File: config.mk
export PLATFORM = sky130hd
export DESIGN_NAME = fan_level_hysteresis_table
export DESIGN_NICKNAME = d
export VERILOG_FILES = /design/src/rtl/flht_pkg.sv /design/src/rtl/flht_cmp_unit.sv /design/src/rtl/fan_level_hysteresis_table.sv
export SDC_FILE = /design/constraint.sdc
export NUM_CORES = 1
export LEC_CHECK = 0
export BUFFER_PORTS_ARGS = -buffer_cell sky130_fd_sc_hd__buf_2
export CAP_MARGIN = 10
export CORE_ASPECT_RATIO = 0.9
export CORE_UTILIZATION = 42
export DETAILED_ROUTE_END_ITERATION = 6
export PLACE_DENSITY = 0.64
export SYNTH_ARGS = -nofsm -noshare
export SYNTH_HDL_FRONTEND = slang
export SYNTH_HIERARCHICAL = 1
export SYNTH_SLANG_ARGS = --single-unit
File: constraint.sdc
create_clock -name clk -period 6.5 [get_ports clk]
set_clock_uncertainty 0.2 [all_clocks]
set_input_delay 0.65 -clock clk [delete_from_list [all_inputs] [get_ports clk]]
set_output_delay 0.65 -clock clk [all_outputs]
set_load 0.01 [all_outputs]
File: src/rtl/flht_pkg.sv
// Package with the shared types and constants of the fan level hysteresis table.
`default_nettype none

package flht_pkg;

  // Level encoding and the top of the table.
  localparam int LVL_W = 3;
  localparam int NUM_LEVELS = 8;
  localparam logic [LVL_W-1:0] LEVEL_TOP = LVL_W'(NUM_LEVELS - 1);

  // Field widths.
  localparam int TEMP_W = 8;
  localparam int CHAN_W = 2;
  localparam int PWR_W = 2;
  localparam int RPM_W = 16;
  localparam int REG_W = 32;
  localparam int IDX_W = 3;
  localparam int IN_DATA_W = 16;
  localparam int OUT_DATA_W = 24;

  // Power state codes.
  localparam logic [PWR_W-1:0] PWR_RUNNING = 2'd1;
  localparam logic [PWR_W-1:0] PWR_SUSPENDED = 2'd2;

  // Configuration register indexes.
  localparam logic [IDX_W-1:0] REG_ON_LOW = 3'd0;
  localparam logic [IDX_W-1:0] REG_ON_HIGH = 3'd1;
  localparam logic [IDX_W-1:0] REG_OFF_LOW = 3'd2;
  localparam logic [IDX_W-1:0] REG_OFF_HIGH = 3'd3;
  localparam logic [IDX_W-1:0] REG_SPEED_01 = 3'd4;
  localparam logic [IDX_W-1:0] REG_SPEED_23 = 3'd5;
  localparam logic [IDX_W-1:0] REG_SPEED_45 = 3'd6;
  localparam logic [IDX_W-1:0] REG_SPEED_67 = 3'd7;

  // Default fan table loaded at reset.
  localparam logic [REG_W-1:0] RST_ON_LOW = 32'd740894244;
  localparam logic [REG_W-1:0] RST_ON_HIGH = 32'd926101806;
  localparam logic [REG_W-1:0] RST_OFF_LOW = 32'd707208192;
  localparam logic [REG_W-1:0] RST_OFF_HIGH = 32'd875638572;
  localparam logic [REG_W-1:0] RST_SPEED_01 = 32'd131072000;
  localparam logic [REG_W-1:0] RST_SPEED_23 = 32'd196610600;
  localparam logic [REG_W-1:0] RST_SPEED_45 = 32'd235932900;
  localparam logic [REG_W-1:0] RST_SPEED_67 = 32'd308023400;

  // Sequencer states.
  typedef enum logic [1:0] {
    S_IDLE,
    S_DIR,
    S_WALK,
    S_RESULT
  } seq_state_t;

  // Operand the shared comparator looks at.
  typedef enum logic [1:0] {
    CMP_PREV,
    CMP_ON,
    CMP_OFF
  } cmp_mode_t;

  // Walk direction.
  typedef enum logic {
    DIR_UP,
    DIR_DOWN
  } walk_dir_t;

  // Comparator result: sample below or above the selected operand.
  typedef struct packed {
    logic lt;
    logic gt;
  } cmp_res_t;

endpackage

`default_nettype wire

File: src/rtl/flht_cmp_unit.sv
// Shared signed comparator with threshold selection for the level walk.
`default_nettype none

module flht_cmp_unit
  import flht_pkg::*;
(
  input  wire logic [TEMP_W-1:0] temperature,
  input  wire logic [TEMP_W-1:0] prev_temperature,
  input  wire logic [LVL_W-1:0]  level,
  input  wire cmp_mode_t         mode,
  input  wire logic [REG_W-1:0]  on_low,
  input  wire logic [REG_W-1:0]  on_high,
  input  wire logic [REG_W-1:0]  off_low,
  input  wire logic [REG_W-1:0]  off_high,
  output cmp_res_t               res
);

  logic [REG_W-1:0]         thr_word;
  logic signed [TEMP_W-1:0] operand;
  logic signed [TEMP_W-1:0] sample;

  // Pick the threshold byte of the current level, or the previous sample.
  always_comb begin
    thr_word = '0;
    operand = '0;
    case (mode)
      CMP_ON: begin
        thr_word = level[2] ? on_high : on_low;
        operand = signed'(thr_word[level[1:0]*TEMP_W +: TEMP_W]);
      end
      CMP_OFF: begin
        thr_word = level[2] ? off_high : off_low;
        operand = signed'(thr_word[level[1:0]*TEMP_W +: TEMP_W]);
      end
      CMP_PREV: begin
        operand = signed'(prev_temperature);
      end
      default: begin
        operand = '0;
      end
    endcase
  end

  // One signed compare serves every step.
  assign sample = signed'(temperature);
  assign res.lt = (sample < operand);
  assign res.gt = (sample > operand);

endmodule

`default_nettype wire

File: src/rtl/fan_level_hysteresis_table.sv
// Top level of the fan level table with hysteresis.
`default_nettype none

// A sample transfer on the slave side carries a temperature, a fan channel and
// the power state. In the running state the block compares the sample with the
// previous one and then walks the kept fan level one step per cycle through a
// single shared comparator, then gives the level and its RPM (zero for any
// channel but 0). In the suspended state it gives RPM zero without changing
// state; other power states give no result. A suspended sample goes from the
// transfer to the result step. A running one passes the direction step and, when
// the temperature changed, the walk of at most seven level steps; the result
// step waits while the output register is full. The slave side is ready again
// in the cycle after the result register loads. The block takes the next sample
// while a finished result still waits on the master side.
module fan_level_hysteresis_table
  import flht_pkg::*;
(
  input  wire logic                  clk,
  input  wire logic                  rst,
  // Sample input.
  input  wire logic                  s_tvalid,
  output logic                       s_tready,
  // [7:0] temperature, [9:8] fan_index, [11:10] power_state, rest zero.
  input  wire logic [IN_DATA_W-1:0]  s_tdata,
  // Result output.
  output logic                       m_tvalid,
  input  wire logic                  m_tready,
  // [1:0] fan_channel, [17:2] rpm_target, [20:18] new_level, rest zero.
  output logic [OUT_DATA_W-1:0]      m_tdata,
  // Configuration writes.
  input  wire logic                  cfg_we,
  input  wire logic [IDX_W-1:0]      cfg_index,
  input  wire logic [REG_W-1:0]      cfg_data
);

  // Configuration registers.
  logic [REG_W-1:0] on_low;
  logic [REG_W-1:0] on_high;
  logic [REG_W-1:0] off_low;
  logic [REG_W-1:0] off_high;
  logic [REG_W-1:0] speed_01;
  logic [REG_W-1:0] speed_23;
  logic [REG_W-1:0] speed_45;
  logic [REG_W-1:0] speed_67;

  // Kept state.
  logic [LVL_W-1:0]  fan_level;
  logic [TEMP_W-1:0] prev_temperature;

  // Sequencer registers.
  seq_state_t        state;
  seq_state_t        state_next;
  walk_dir_t         dir;
  walk_dir_t         dir_next;
  logic [LVL_W-1:0]  lvl_work;
  logic [LVL_W-1:0]  lvl_work_next;
  logic [TEMP_W-1:0] temp_q;
  logic [CHAN_W-1:0] chan_q;
  logic [PWR_W-1:0]  pwr_q;

  // Output register.
  logic                  out_valid;
  logic [OUT_DATA_W-1:0] out_data;

  // Control.
  logic             in_xfer;
  logic             out_free;
  logic             load_out;
  logic             commit;
  cmp_mode_t        mode;
  cmp_res_t         cmp;
  logic [LVL_W-1:0] level_clamped;
  logic [REG_W-1:0] speed_word;
  logic [RPM_W-1:0] rpm;

  assign s_tready = (state == S_IDLE);
  assign in_xfer = s_tvalid && s_tready;
  assign out_free = !out_valid || m_tready;
  assign m_tvalid = out_valid;
  assign m_tdata = out_data;
  assign level_clamped = (fan_level > LEVEL_TOP) ? LEVEL_TOP : fan_level;

  // Shared comparator.
  flht_cmp_unit u_cmp (
    .temperature      (temp_q),
    .prev_temperature (prev_temperature),
    .level            (lvl_work),
    .mode             (mode),
    .on_low           (on_low),
    .on_high          (on_high),
    .off_low          (off_low),
    .off_high         (off_high),
    .res              (cmp)
  );

  // Configuration register writes.
  always_ff @(posedge clk) begin
    if (rst) begin
      on_low <= RST_ON_LOW;
      on_high <= RST_ON_HIGH;
      off_low <= RST_OFF_LOW;
      off_high <= RST_OFF_HIGH;
      speed_01 <= RST_SPEED_01;
      speed_23 <= RST_SPEED_23;
      speed_45 <= RST_SPEED_45;
      speed_67 <= RST_SPEED_67;
    end else if (cfg_we) begin
      case (cfg_index)
        REG_ON_LOW: on_low <= cfg_data;
        REG_ON_HIGH: on_high <= cfg_data;
        REG_OFF_LOW: off_low <= cfg_data;
        REG_OFF_HIGH: off_high <= cfg_data;
        REG_SPEED_01: speed_01 <= cfg_data;
        REG_SPEED_23: speed_23 <= cfg_data;
        REG_SPEED_45: speed_45 <= cfg_data;
        REG_SPEED_67: speed_67 <= cfg_data;
        default: begin
        end
      endcase
    end
  end

  // Next state, comparator operand and level steps.
  always_comb begin
    state_next = state;
    dir_next = dir;
    lvl_work_next = lvl_work;
    mode = CMP_PREV;
    load_out = 1'b0;
    commit = 1'b0;
    case (state)
      S_IDLE: begin
        if (in_xfer) begin
          lvl_work_next = level_clamped;
          if (s_tdata[11:10] == PWR_RUNNING) begin
            state_next = S_DIR;
          end else if (s_tdata[11:10] == PWR_SUSPENDED) begin
            state_next = S_RESULT;
          end
        end
      end
      S_DIR: begin
        mode = CMP_PREV;
        if (cmp.lt) begin
          dir_next = DIR_DOWN;
          state_next = S_WALK;
        end else if (cmp.gt) begin
          dir_next = DIR_UP;
          state_next = S_WALK;
        end else begin
          state_next = S_RESULT;
        end
      end
      S_WALK: begin
        if (dir == DIR_DOWN) begin
          mode = CMP_OFF;
          if (lvl_work != '0 && cmp.lt) begin
            lvl_work_next = lvl_work - LVL_W'(1);
          end else begin
            state_next = S_RESULT;
          end
        end else begin
          mode = CMP_ON;
          if (lvl_work < LEVEL_TOP && cmp.gt) begin
            lvl_work_next = lvl_work + LVL_W'(1);
          end else begin
            state_next = S_RESULT;
          end
        end
      end
      S_RESULT: begin
        if (out_free) begin
          load_out = 1'b1;
          commit = (pwr_q == PWR_RUNNING);
          state_next = S_IDLE;
        end
      end
      default: begin
        state_next = S_IDLE;
      end
    endcase
  end

  // Sequencer registers.
  always_ff @(posedge clk) begin
    if (rst) begin
      state <= S_IDLE;
      dir <= DIR_UP;
      lvl_work <= '0;
    end else begin
      state <= state_next;
      dir <= dir_next;
      lvl_work <= lvl_work_next;
    end
  end

  // Sample capture.
  always_ff @(posedge clk) begin
    if (in_xfer) begin
      temp_q <= s_tdata[7:0];
      chan_q <= s_tdata[9:8];
      pwr_q <= s_tdata[11:10];
    end
  end

  // Kept level and previous sample update when a running result leaves.
  always_ff @(posedge clk) begin
    if (rst) begin
      fan_level <= '0;
      prev_temperature <= '0;
    end else if (commit) begin
      fan_level <= lvl_work;
      prev_temperature <= temp_q;
    end
  end

  // RPM of the reached level, channel 0 in the running state only.
  always_comb begin
    case (lvl_work[2:1])
      2'd0: speed_word = speed_01;
      2'd1: speed_word = speed_23;
      2'd2: speed_word = speed_45;
      2'd3: speed_word = speed_67;
      default: speed_word = speed_01;
    endcase
    if (pwr_q == PWR_RUNNING && chan_q == '0) begin
      rpm = lvl_work[0] ? speed_word[REG_W-1:RPM_W] : speed_word[RPM_W-1:0];
    end else begin
      rpm = '0;
    end
  end

  // Output register.
  always_ff @(posedge clk) begin
    if (rst) begin
      out_valid <= 1'b0;
    end else if (load_out) begin
      out_valid <= 1'b1;
    end else if (m_tready) begin
      out_valid <= 1'b0;
    end
  end

  always_ff @(posedge clk) begin
    if (load_out) begin
      out_data <= {3'b000, lvl_work, rpm, chan_q};
    end
  end

  // The kept level never leaves the table.
  a_level_in_range: assert property (@(posedge clk) disable iff (rst)
    fan_level <= LEVEL_TOP)
    else $error("fan level beyond the top of the table");

  // The working level stays inside the table during a walk.
  a_work_in_range: assert property (@(posedge clk) disable iff (rst)
    (state == S_WALK) |-> (lvl_work <= LEVEL_TOP))
    else $error("working level beyond the top of the table");

  // The kept state changes only when a result is loaded.
  a_state_commit: assert property (@(posedge clk) disable iff (rst)
    (state != S_RESULT) |=> ($stable(fan_level) && $stable(prev_temperature)))
    else $error("kept state changed outside the result step");

  // An upward walk never lowers the level.
  a_walk_up: assert property (@(posedge clk) disable iff (rst)
    (state == S_WALK && dir == DIR_UP) |=> (lvl_work >= $past(lvl_work)))
    else $error("upward walk lowered the level");

  // A new result appears only out of the result step.
  a_result_source: assert property (@(posedge clk) disable iff (rst)
    $rose(m_tvalid) |-> ($past(state) == S_RESULT))
    else $error("result shown without passing the result step");

endmodule

`default_nettype wire

Word-level counts from Yosys, hierarchy flattened
Cells that the tools add are included.
{ "totals": {"regBits": 307, "output_inout_bits": 26, "wordCells": 109} }
{ "op_classes": {"add_sub_neg": 2, "magnitude_cmp": 4, "n_eq_ne": 25, "shift": 2, "mux": 31, "n_reduce_logical": 26} }
{ "op_table": {"columns": ["cell", "n"], "rows": [
  ["32-bit one-hot mux with 4 select lines", 1],
  ["32-bit two-way mux", 2],
  ["32-bit by 6-bit variable part select with 8-bit output", 2],
  ["8-bit one-hot mux with 3 select lines", 1],
  ["2-bit two-way mux", 9],
  ["2-bit AND reduction", 9],
  ["16-bit two-way mux", 1],
  ["3-bit two-way mux", 5],
  ["2-bit equality test, second input constant", 6],
  ["3-bit equality test, second input constant", 4],
  ["3-bit inequality test, second input constant", 4],
  ["2-bit by 1-bit equality test with 1-bit output, second input constant", 5],
  ["1-bit two-way mux", 10],
  ["8-bit > comparator", 1],
  ["2-bit zero test", 4],
  ["8-bit less-than comparator", 1],
  ["2-bit one-hot mux with 4 select lines", 1],
  ["3-bit by 2-bit equality test with 1-bit output, second input constant", 2],
  ["3-bit one-hot mux with 2 select lines", 1],
  ["2-bit nonzero test", 3],
  ["5-bit AND reduction", 1],
  ["1-bit logical AND", 4],
  ["4-bit AND reduction", 1],
  ["3-bit by 1-bit adder with 3-bit output, second input constant", 1],
  ["11 further kinds", 11]
]} }

Logic depth before layout (Yosys ltp)
Gate-level depths: netlist (run 1).
{ "depth": {"ltp_word": 9, "depth_mapped": 21, "depth_no_buf": 20} }

Cells and area by module
The synthesis (run 1) kept the hierarchy.
{ "modules_own_cells": {"columns": ["mod", "n_inst", "cells_each", "area_per_inst_um2", "seq_area_each_um2"], "rows": [
  ["fan_level_hysteresis_table", 1, 1393, 11956.5, 6476.2],
  ["flht_cmp_unit", 1, 131, 1407.6, 0.0]
]} }

Worst setup path before layout (run 1)
Ideal clock, no wire load.
{ "synth_path": {"path_kind": "reg2reg", "startpoint": "register state[0]", "endpoint": "register lvl_work[0]", "setup_ns": 0.134, "arrival_ns": 3.856, "required_ns": 6.166, "path_slack_ns": 2.310, "stages_incl_launch_ff": 22, "cell_sequence": "dfxtp_1 inv_1 ha_1 nor2b_1 inv_1 ha_1 buf_2 buf_2 mux4_2 mux2i_1 nor2_1 a211oi_2 ha_1 nor2b_1 o211ai_1 a21oi_1 o41ai_1 nor2_1 nor2_1 o21ai_0 a21oi_1 a211oi_1"} }
{ "synth_rtl": {"columns": ["element", "line", "rtl"], "rows": [
  ["from (decl)", "fan_level_hysteresis_table.sv:51", "seq_state_t state;"],
  ["from (signal assigned)", "fan_level_hysteresis_table.sv:191", "state <= state_next;"],
  ["to (signal assigned)", "fan_level_hysteresis_table.sv:193", "lvl_work <= lvl_work_next;"],
  ["to (decl)", "fan_level_hysteresis_table.sv:55", "logic [LVL_W-1:0] lvl_work;"]
]} }

==> out/qor.txt, run 1 <==
Outcome: complete, no violations
Ys Warns: 6
Main synth FF type: dfxtp_1
Tmin final: 5447 ps
Register area share after synthesis: 48.46%
Fraction of the mapped netlist area in compound gates: 9.409%
RSZ-0062 raised after global routing: no
# H-tree levels: 1
Hold_ws: 68.76 ps
PD cells: 313.7 nW/µm²
Critical path's largest stage delay: 710 ps
Setup CP Type: reg2reg
Slew Viols, Final: 0
Max stage delay cell, worst path: ha_1
CTS buffer count: 31
Initial Util: 43.02%
Row Count: 61
Clk network pwr share: 38.9%
Worst-path fanout max: 14
Routed WL: 36,970 µm
PostCTS Resize Cnt: 0
IO Pins: 82
Setup TNS: 0 ps
Crit path capture type: flip-flop
Worst setup SP type: flip-flop
P_sw: 1.279 mW
Post-Syn Area: 13,360 µm²
Clk sinks: 307
Final hold violation count: 0
Synth top area cells: dfxtp_1 (41%), nand2_1 (15%), mux4_2 (9.8%)
Final setup margin: 1053 ps
FMAX: 183.6 MHz
Commonest non-fill, non-tap cell in the layout: nand2_1
Most used cell, CP: nor2_1
Sequential cell area: 6485 µm²
Post-DRT Antenna Nets: 0
GR Util All Layers: 22.64%
Adder-cell share of the synthesized area: 1.648%
Fin nets: 1,585
Pleak: 5.495 nW
DR iter-0 viols: 931
Die Area: 32,540 µm²
Async set-or-reset flop fraction in the synthesized netlist: 0%
Post-synth cell types: 61
Share of cells above drive strength 1: 15.04%
Post-synthesis simple-gate area fraction: 22.18%
Post-synth EDFFs: 33
Area Overhead vs Synth: 11.18%
Mux cell area share after synthesis: 12.83%
Largest family of logic cells by synthesized area: simple AND/OR/NAND/NOR gates
Grt total ovfl: 0
Via density per instance: 5.509
DRC: 0
Initial antenna violation count: 9
Clock transition at path regs: 60 ps
Root Buffer: clkbuf_16
Largest net degree at the start of global routing: 100
Yosys reg bits: 307
Tcrit/Tclk final: 83.80%
TritonCTS clock tree: yes
Combinational power share: 16.5%
CORE AREA: 31,060 µm²
WL per Instance: 18.96 µm
Hold_buf cts: 0
Vias in the first global route: 9,979
Post-Synth XOR/XNOR Area: 0.1311%
# port buffers: 74
Setup violators final: 0
IR drop worst, VDD: 0.2098 mV
Via Count: 10,740
Syn_area_per_cell: 8.769 µm²
Synth Instances: 1,524
Actual slew at the worst max-slew pin: 1119 ps
Final HPWL DP: 22,390 µm
Maxcap violations: 0
Hold crit path type: in2reg
Rel. slew slack: 25.09%
Filler instances: 2,962
CP Cell Sequence: inv_1, ha_1, and2_1, ha_1, buf_4, mux4_2, mux2i_1, nor2_1, a211oi_2, ha_1, nand2b_1, nor2_1, o21ai_0, o41ai_1, buf_4, nor2_1, nor2_1, o31a_1, a211oi_1, o32ai_1
Commonest cells after routing, fill and taps aside: nand2_1 (538), dfxtp_1 (271), a21oi_1 (180)
Internal: 3.382 mW
Max Buffers Root-to-Sink: 3
First-pass GRT wire length: 57,520 µm
Die height: 171.2 µm
Seq pwr share: 44.7%
Chip Width: 190.0 µm
Clock Latency Late Sink: 560 ps
Cell taking the most area after synthesis: dfxtp_1
Footprint of the multi-input gates: 6220 µm²
Worst endpoint required time: 6690 ps
RePlAce Congestion: 0.8717
Worst slack, placed: 1220 ps
DRT Pass-1 Iters: 5
Setup bufs post-CTS: 0
Worst path arrival time: 5640 ps
Yosys top cell area share: 41.04%
Sw Ratio: 27.44%
==> power by group through the flow <==
stage / Clock, mW / Combinational (mW) / Sequential, mW
2_1_floorplan: 0 / 0.591 / 2.09
3_3_place_gp: 0 / 0.748 / 2.12
3_5_place_dp: 0 / 0.762 / 2.12
4_1_cts: 1.84 / 0.764 / 2.08
5_1_grt: 1.91 / 0.839 / 2.09
6_report: 1.81 / 0.767 / 2.08
==> synth_stat cells, types with 2 or more instances <==
| cell | number |
|---|---|
| buf_1 | 3 |
| nand2_1 | 538 |
| buf_4 | 5 |
| a2111oi_0 | 3 |
| dfxtp_1 | 274 |
| mux2_2 | 3 |
| o21ai_0 | 4 |
| o21ai_1 | 2 |
| nor3_2 | 2 |
| buf_6 | 3 |
| a21oi_1 | 180 |
| a211oi_1 | 7 |
| ha_1 | 16 |
| and2_1 | 3 |
| mux4_2 | 58 |
| clkbuf_1 | 71 |
| mux2i_1 | 34 |
| nand3_1 | 93 |
| o32ai_1 | 2 |
| buf_2 | 56 |
| a211oi_2 | 7 |
| nor4_1 | 3 |
| mux2_1 | 3 |
| clkbuf_2 | 5 |
| o22ai_1 | 3 |
| inv_1 | 9 |
| edfxtp_1 | 33 |
| nor2b_1 | 14 |
| nand4_1 | 3 |
| o211ai_1 | 2 |
| nor2_1 | 49 |
| nand2b_1 | 7 |
==> through the flow <==
step	util (%)	total power, mW	instances	area (µm²)
floorplan	-	2.677	1526	13370
global placement	44.45	2.869	1888	13810
detailed placement	44.45	2.884	1888	13810
CTS	47.79	4.691	1945	14850
global route	47.79	4.845	1945	14850
finish	47.83	4.661	1950	14860
==> cell families (layout without fill, tap and decap cells) <==
family | after synthesis | after routing
simple gates | 722 | 722
flops | 307 | 307
compound gates | 222 | 222
buf+inv | 155 | 165
mux | 98 | 98
fa+ha+maj | 17 | 17
xor+xnor | 2 | 2
other cells | 1 | 8
==> routing by layer <==
layer | vias up | GRT usage, % | wire, µm
li1 | 5108 | - | -
met1 | 5208 | 33.18 | 17190
met2 | 362 | 34.29 | 16220
met3 | 55 | 4.142 | 2774
met4 | 10 | 5.435 | 727
met5 | - | 0 | 55
==> worst max-delay path, delay by kind of cell (launching register included) <==
kind	cells	cell delay, ps
and+or+nand+nor	6	870
adders and majority gates	3	1490
AOI/OAI and AO/OA	6	1140
DFF	1	340
buffers and inverters	3	660
muxes	2	530
==> worst paths after layout <==
check	to	slack, ps	cells past startpoint	startpoint
worst max register to register	lvl_work[2]	1050	20	state[0]
worst min register to register	m_tdata[0]	250	0	chan_q[0]
worst min-delay path	temp_q[2]	70	1	s_tdata[2]
worst max-delay path	lvl_work[2]	1050	20	state[0]
==> flip-flops by register name (all words and copies together), names as in the netlist <==
name / cells
off_high: 32
state: 2
m_tvalid: 1
speed_01: 32
dir: 1
fan_level: 3
speed_45: 32
chan_q: 2
speed_67: 32
lvl_work: 3
off_low: 32
on_low: 32
speed_23: 32
on_high: 32
pwr_q: 2
m_tdata: 21
temp_q: 8
prev_temperature: 8
==> area by class of cell <==
| type | instances | area share (%) |
|---|---|---|
| antenna | 5 | 0.08421 |
| clock buffer | 44 | 6.021 |
| clock inverter | 13 | 0.9684 |
| inverter | 11 | 0.2779 |
| multi-input combinational | 1064 | 41.86 |
| sequential | 307 | 43.65 |
| tap | 409 | 3.444 |
| timing repair buffer | 97 | 3.697 |
Power figures use the tool's default switching activity.
==> run 2, diff against run 1 <==
- PLACE_DENSITY: 0.64 -> 0.66
- clock period: 6.5 -> 4.7 ns (I/O delays scaled with it)
==> out/qor.txt, run 2 (synthesized netlist as in run 1, its figures left out) <==
Outcome: complete, no violations
PD cells: 417.0 nW/µm²
Buf/Inv on CP: 4
Die Area: 32,540 µm²
Setup violators final: 0
Actual slew at the worst max-slew pin: 1130 ps
Area Overhead vs Synth: 12.35%
Worst r2r dst: lvl_work[2]
WHS Endpoint: on_low[20]
# H-tree levels: 1
Clock Latency Late Sink: 560 ps
CP Depth: 20
Worst reg2reg path startpoint: state[0]
Clk network pwr share: 36.3%
P_sw: 1.759 mW
WL per Instance: 18.73 µm
Hold crit path type: in2reg
Max Buffers Root-to-Sink: 3
Seq pwr share: 45.8%
R2R depth: 20
Max stage delay cell, worst path: dfxtp_1
Commonest non-fill, non-tap cell in the layout: nand2_1
Final setup margin: 322.1 ps
Pleak: 5.547 nW
DRT Pass-1 Iters: 5
Worst slack, placed: 171.9 ps
Hold depth: 3
GR Util All Layers: 22.79%
RePlAce Congestion: 0.8390
Largest net degree at the start of global routing: 102
TritonCTS clock tree: yes
Via density per instance: 5.519
Chip Width: 190.0 µm
Rel. slew slack: 24.68%
Worst-path fanout max: 14
DRC: 0
Clock transition at path regs: 60 ps
Post-route non-filler standard cell count: 1,970
Row Count: 61
Routed WL: 36,900 µm
CP delay by family, top: compound AO/OA/AOI/OAI gates
Tcrit/Tclk final: 93.15%
First-pass GRT wire length: 58,050 µm
Worst hold start: cfg_data[20]
Initial Util: 43.02%
Setup TNS: 0 ps
Fin nets: 1,602
Power Total: 6.262 mW
Internal: 4.503 mW
Via Count: 10,870
Critical path's largest stage delay: 380 ps
Worst setup SP type: flip-flop
Worst path arrival time: 4620 ps
Sw Ratio: 28.09%
Combinational power share: 17.9%
Die height: 171.2 µm
Slew Viols, Final: 0
Final hold violation count: 0
Post-DRT Antenna Nets: 0
RSZ-0062 raised after global routing: no
Crit path capture type: flip-flop
Initial antenna violation count: 10
IO Pins: 82
Grt total ovfl: 0
Commonest cells after routing, fill and taps aside: nand2_1 (538), dfxtp_1 (271), a21oi_1 (179)
CTS buffer count: 30
Final HPWL DP: 22,490 µm
Vias in the first global route: 10,210
Share of cells above drive strength 1: 15.45%
Reg2reg setup slack: 320 ps
CP Cell Sequence: inv_1, ha_1, nor2b_2, inv_1, ha_4, buf_12, mux4_2, mux2i_2, nor2_1, a211oi_2, ha_1, nor2b_1, o211ai_1, a21oi_2, o41ai_2, buf_4, nand3b_1, o211a_1, nand2_1, o32ai_1
FMAX: 228.4 MHz
Maxcap violations: 0
Tmin final: 4378 ps
Dpl cells: 1,893
Worst endpoint required time: 4940 ps
Setup CP Type: reg2reg
CORE AREA: 31,060 µm²
DR iter-0 viols: 950
Setup bufs post-CTS: 0
# port buffers: 74
IR drop worst, VDD: 0.2764 mV
Clk sinks: 307
Root Buffer: clkbuf_16
[run 2: power by group through the flow]
stage                     Clock, mW  Sequential [mW]  Combinational [mW]
after floorplan                   0             2.89               0.818
after global placement            0             2.92                1.06
after detailed placement          0             2.92                1.08
after CTS                      2.31             2.87                1.09
after global routing           2.42             2.88                1.23
final                          2.27             2.87                1.12
[run 2: metal layers]
| layer | up-vias | global-route usage, % | share of wire (%) |
|---|---|---|---|
| li1 | 5148 | - | - |
| met1 | 5248 | 32.68 | 44 |
| met2 | 418 | 35.69 | 44 |
| met3 | 51 | 4.305 | 9.8 |
| met4 | 8 | 4.628 | 1.5 |
| met5 | - | 0 | 0.16 |
[run 2: worst max-delay path by stage]
stage	startpoint	end	slack (ps)
3_5_place_dp	state[0]	lvl_work[1]	170
3_3_place_gp	state[0]	lvl_work[0]	290
6_report	state[0]	lvl_work[2]	320
4_1_cts	state[0]	lvl_work[0]	150
5_1_grt	state[0]	lvl_work[1]	40
2_1_floorplan	state[0]	lvl_work[0]	510
[run 2: final cells by class]
type,count,area [µm²]
antenna,8,20.02
clock buffer,48,873.3
clock inverter,8,51.30
fill,2930,16050
inverter,11,41.29
multi-input combinational,1064,6275
sequential,307,6485
tap,409,511.7
timing repair buffer,115,757.0
[run 2: metrics by stage]
| stage | hold WS (ps) | util [%] | area (µm²) |
|---|---|---|---|
| after floorplan | 218.7 | - | 13370 |
| after global placement | 236.4 | 44.67 | 13870 |
| after detailed placement | 235.3 | 44.67 | 13870 |
| after CTS | 16.83 | 48.03 | 14920 |
| after global routing | 32.49 | 48.29 | 15000 |
| final | 34.86 | 48.33 | 15010 |
[run 2: worst min-delay path, cell delays in order]
cell     delay, ps
buf_2          160
nand2_1         70
a21oi_1         50
[run 2: repair_timing]
item | in CTS | in global routing
hold buffers | 12 | 0
endpoints found under the hold margin | 12 | 0
setup endpoints to repair | 0 | 5
gates resized for setup | 0 | 12
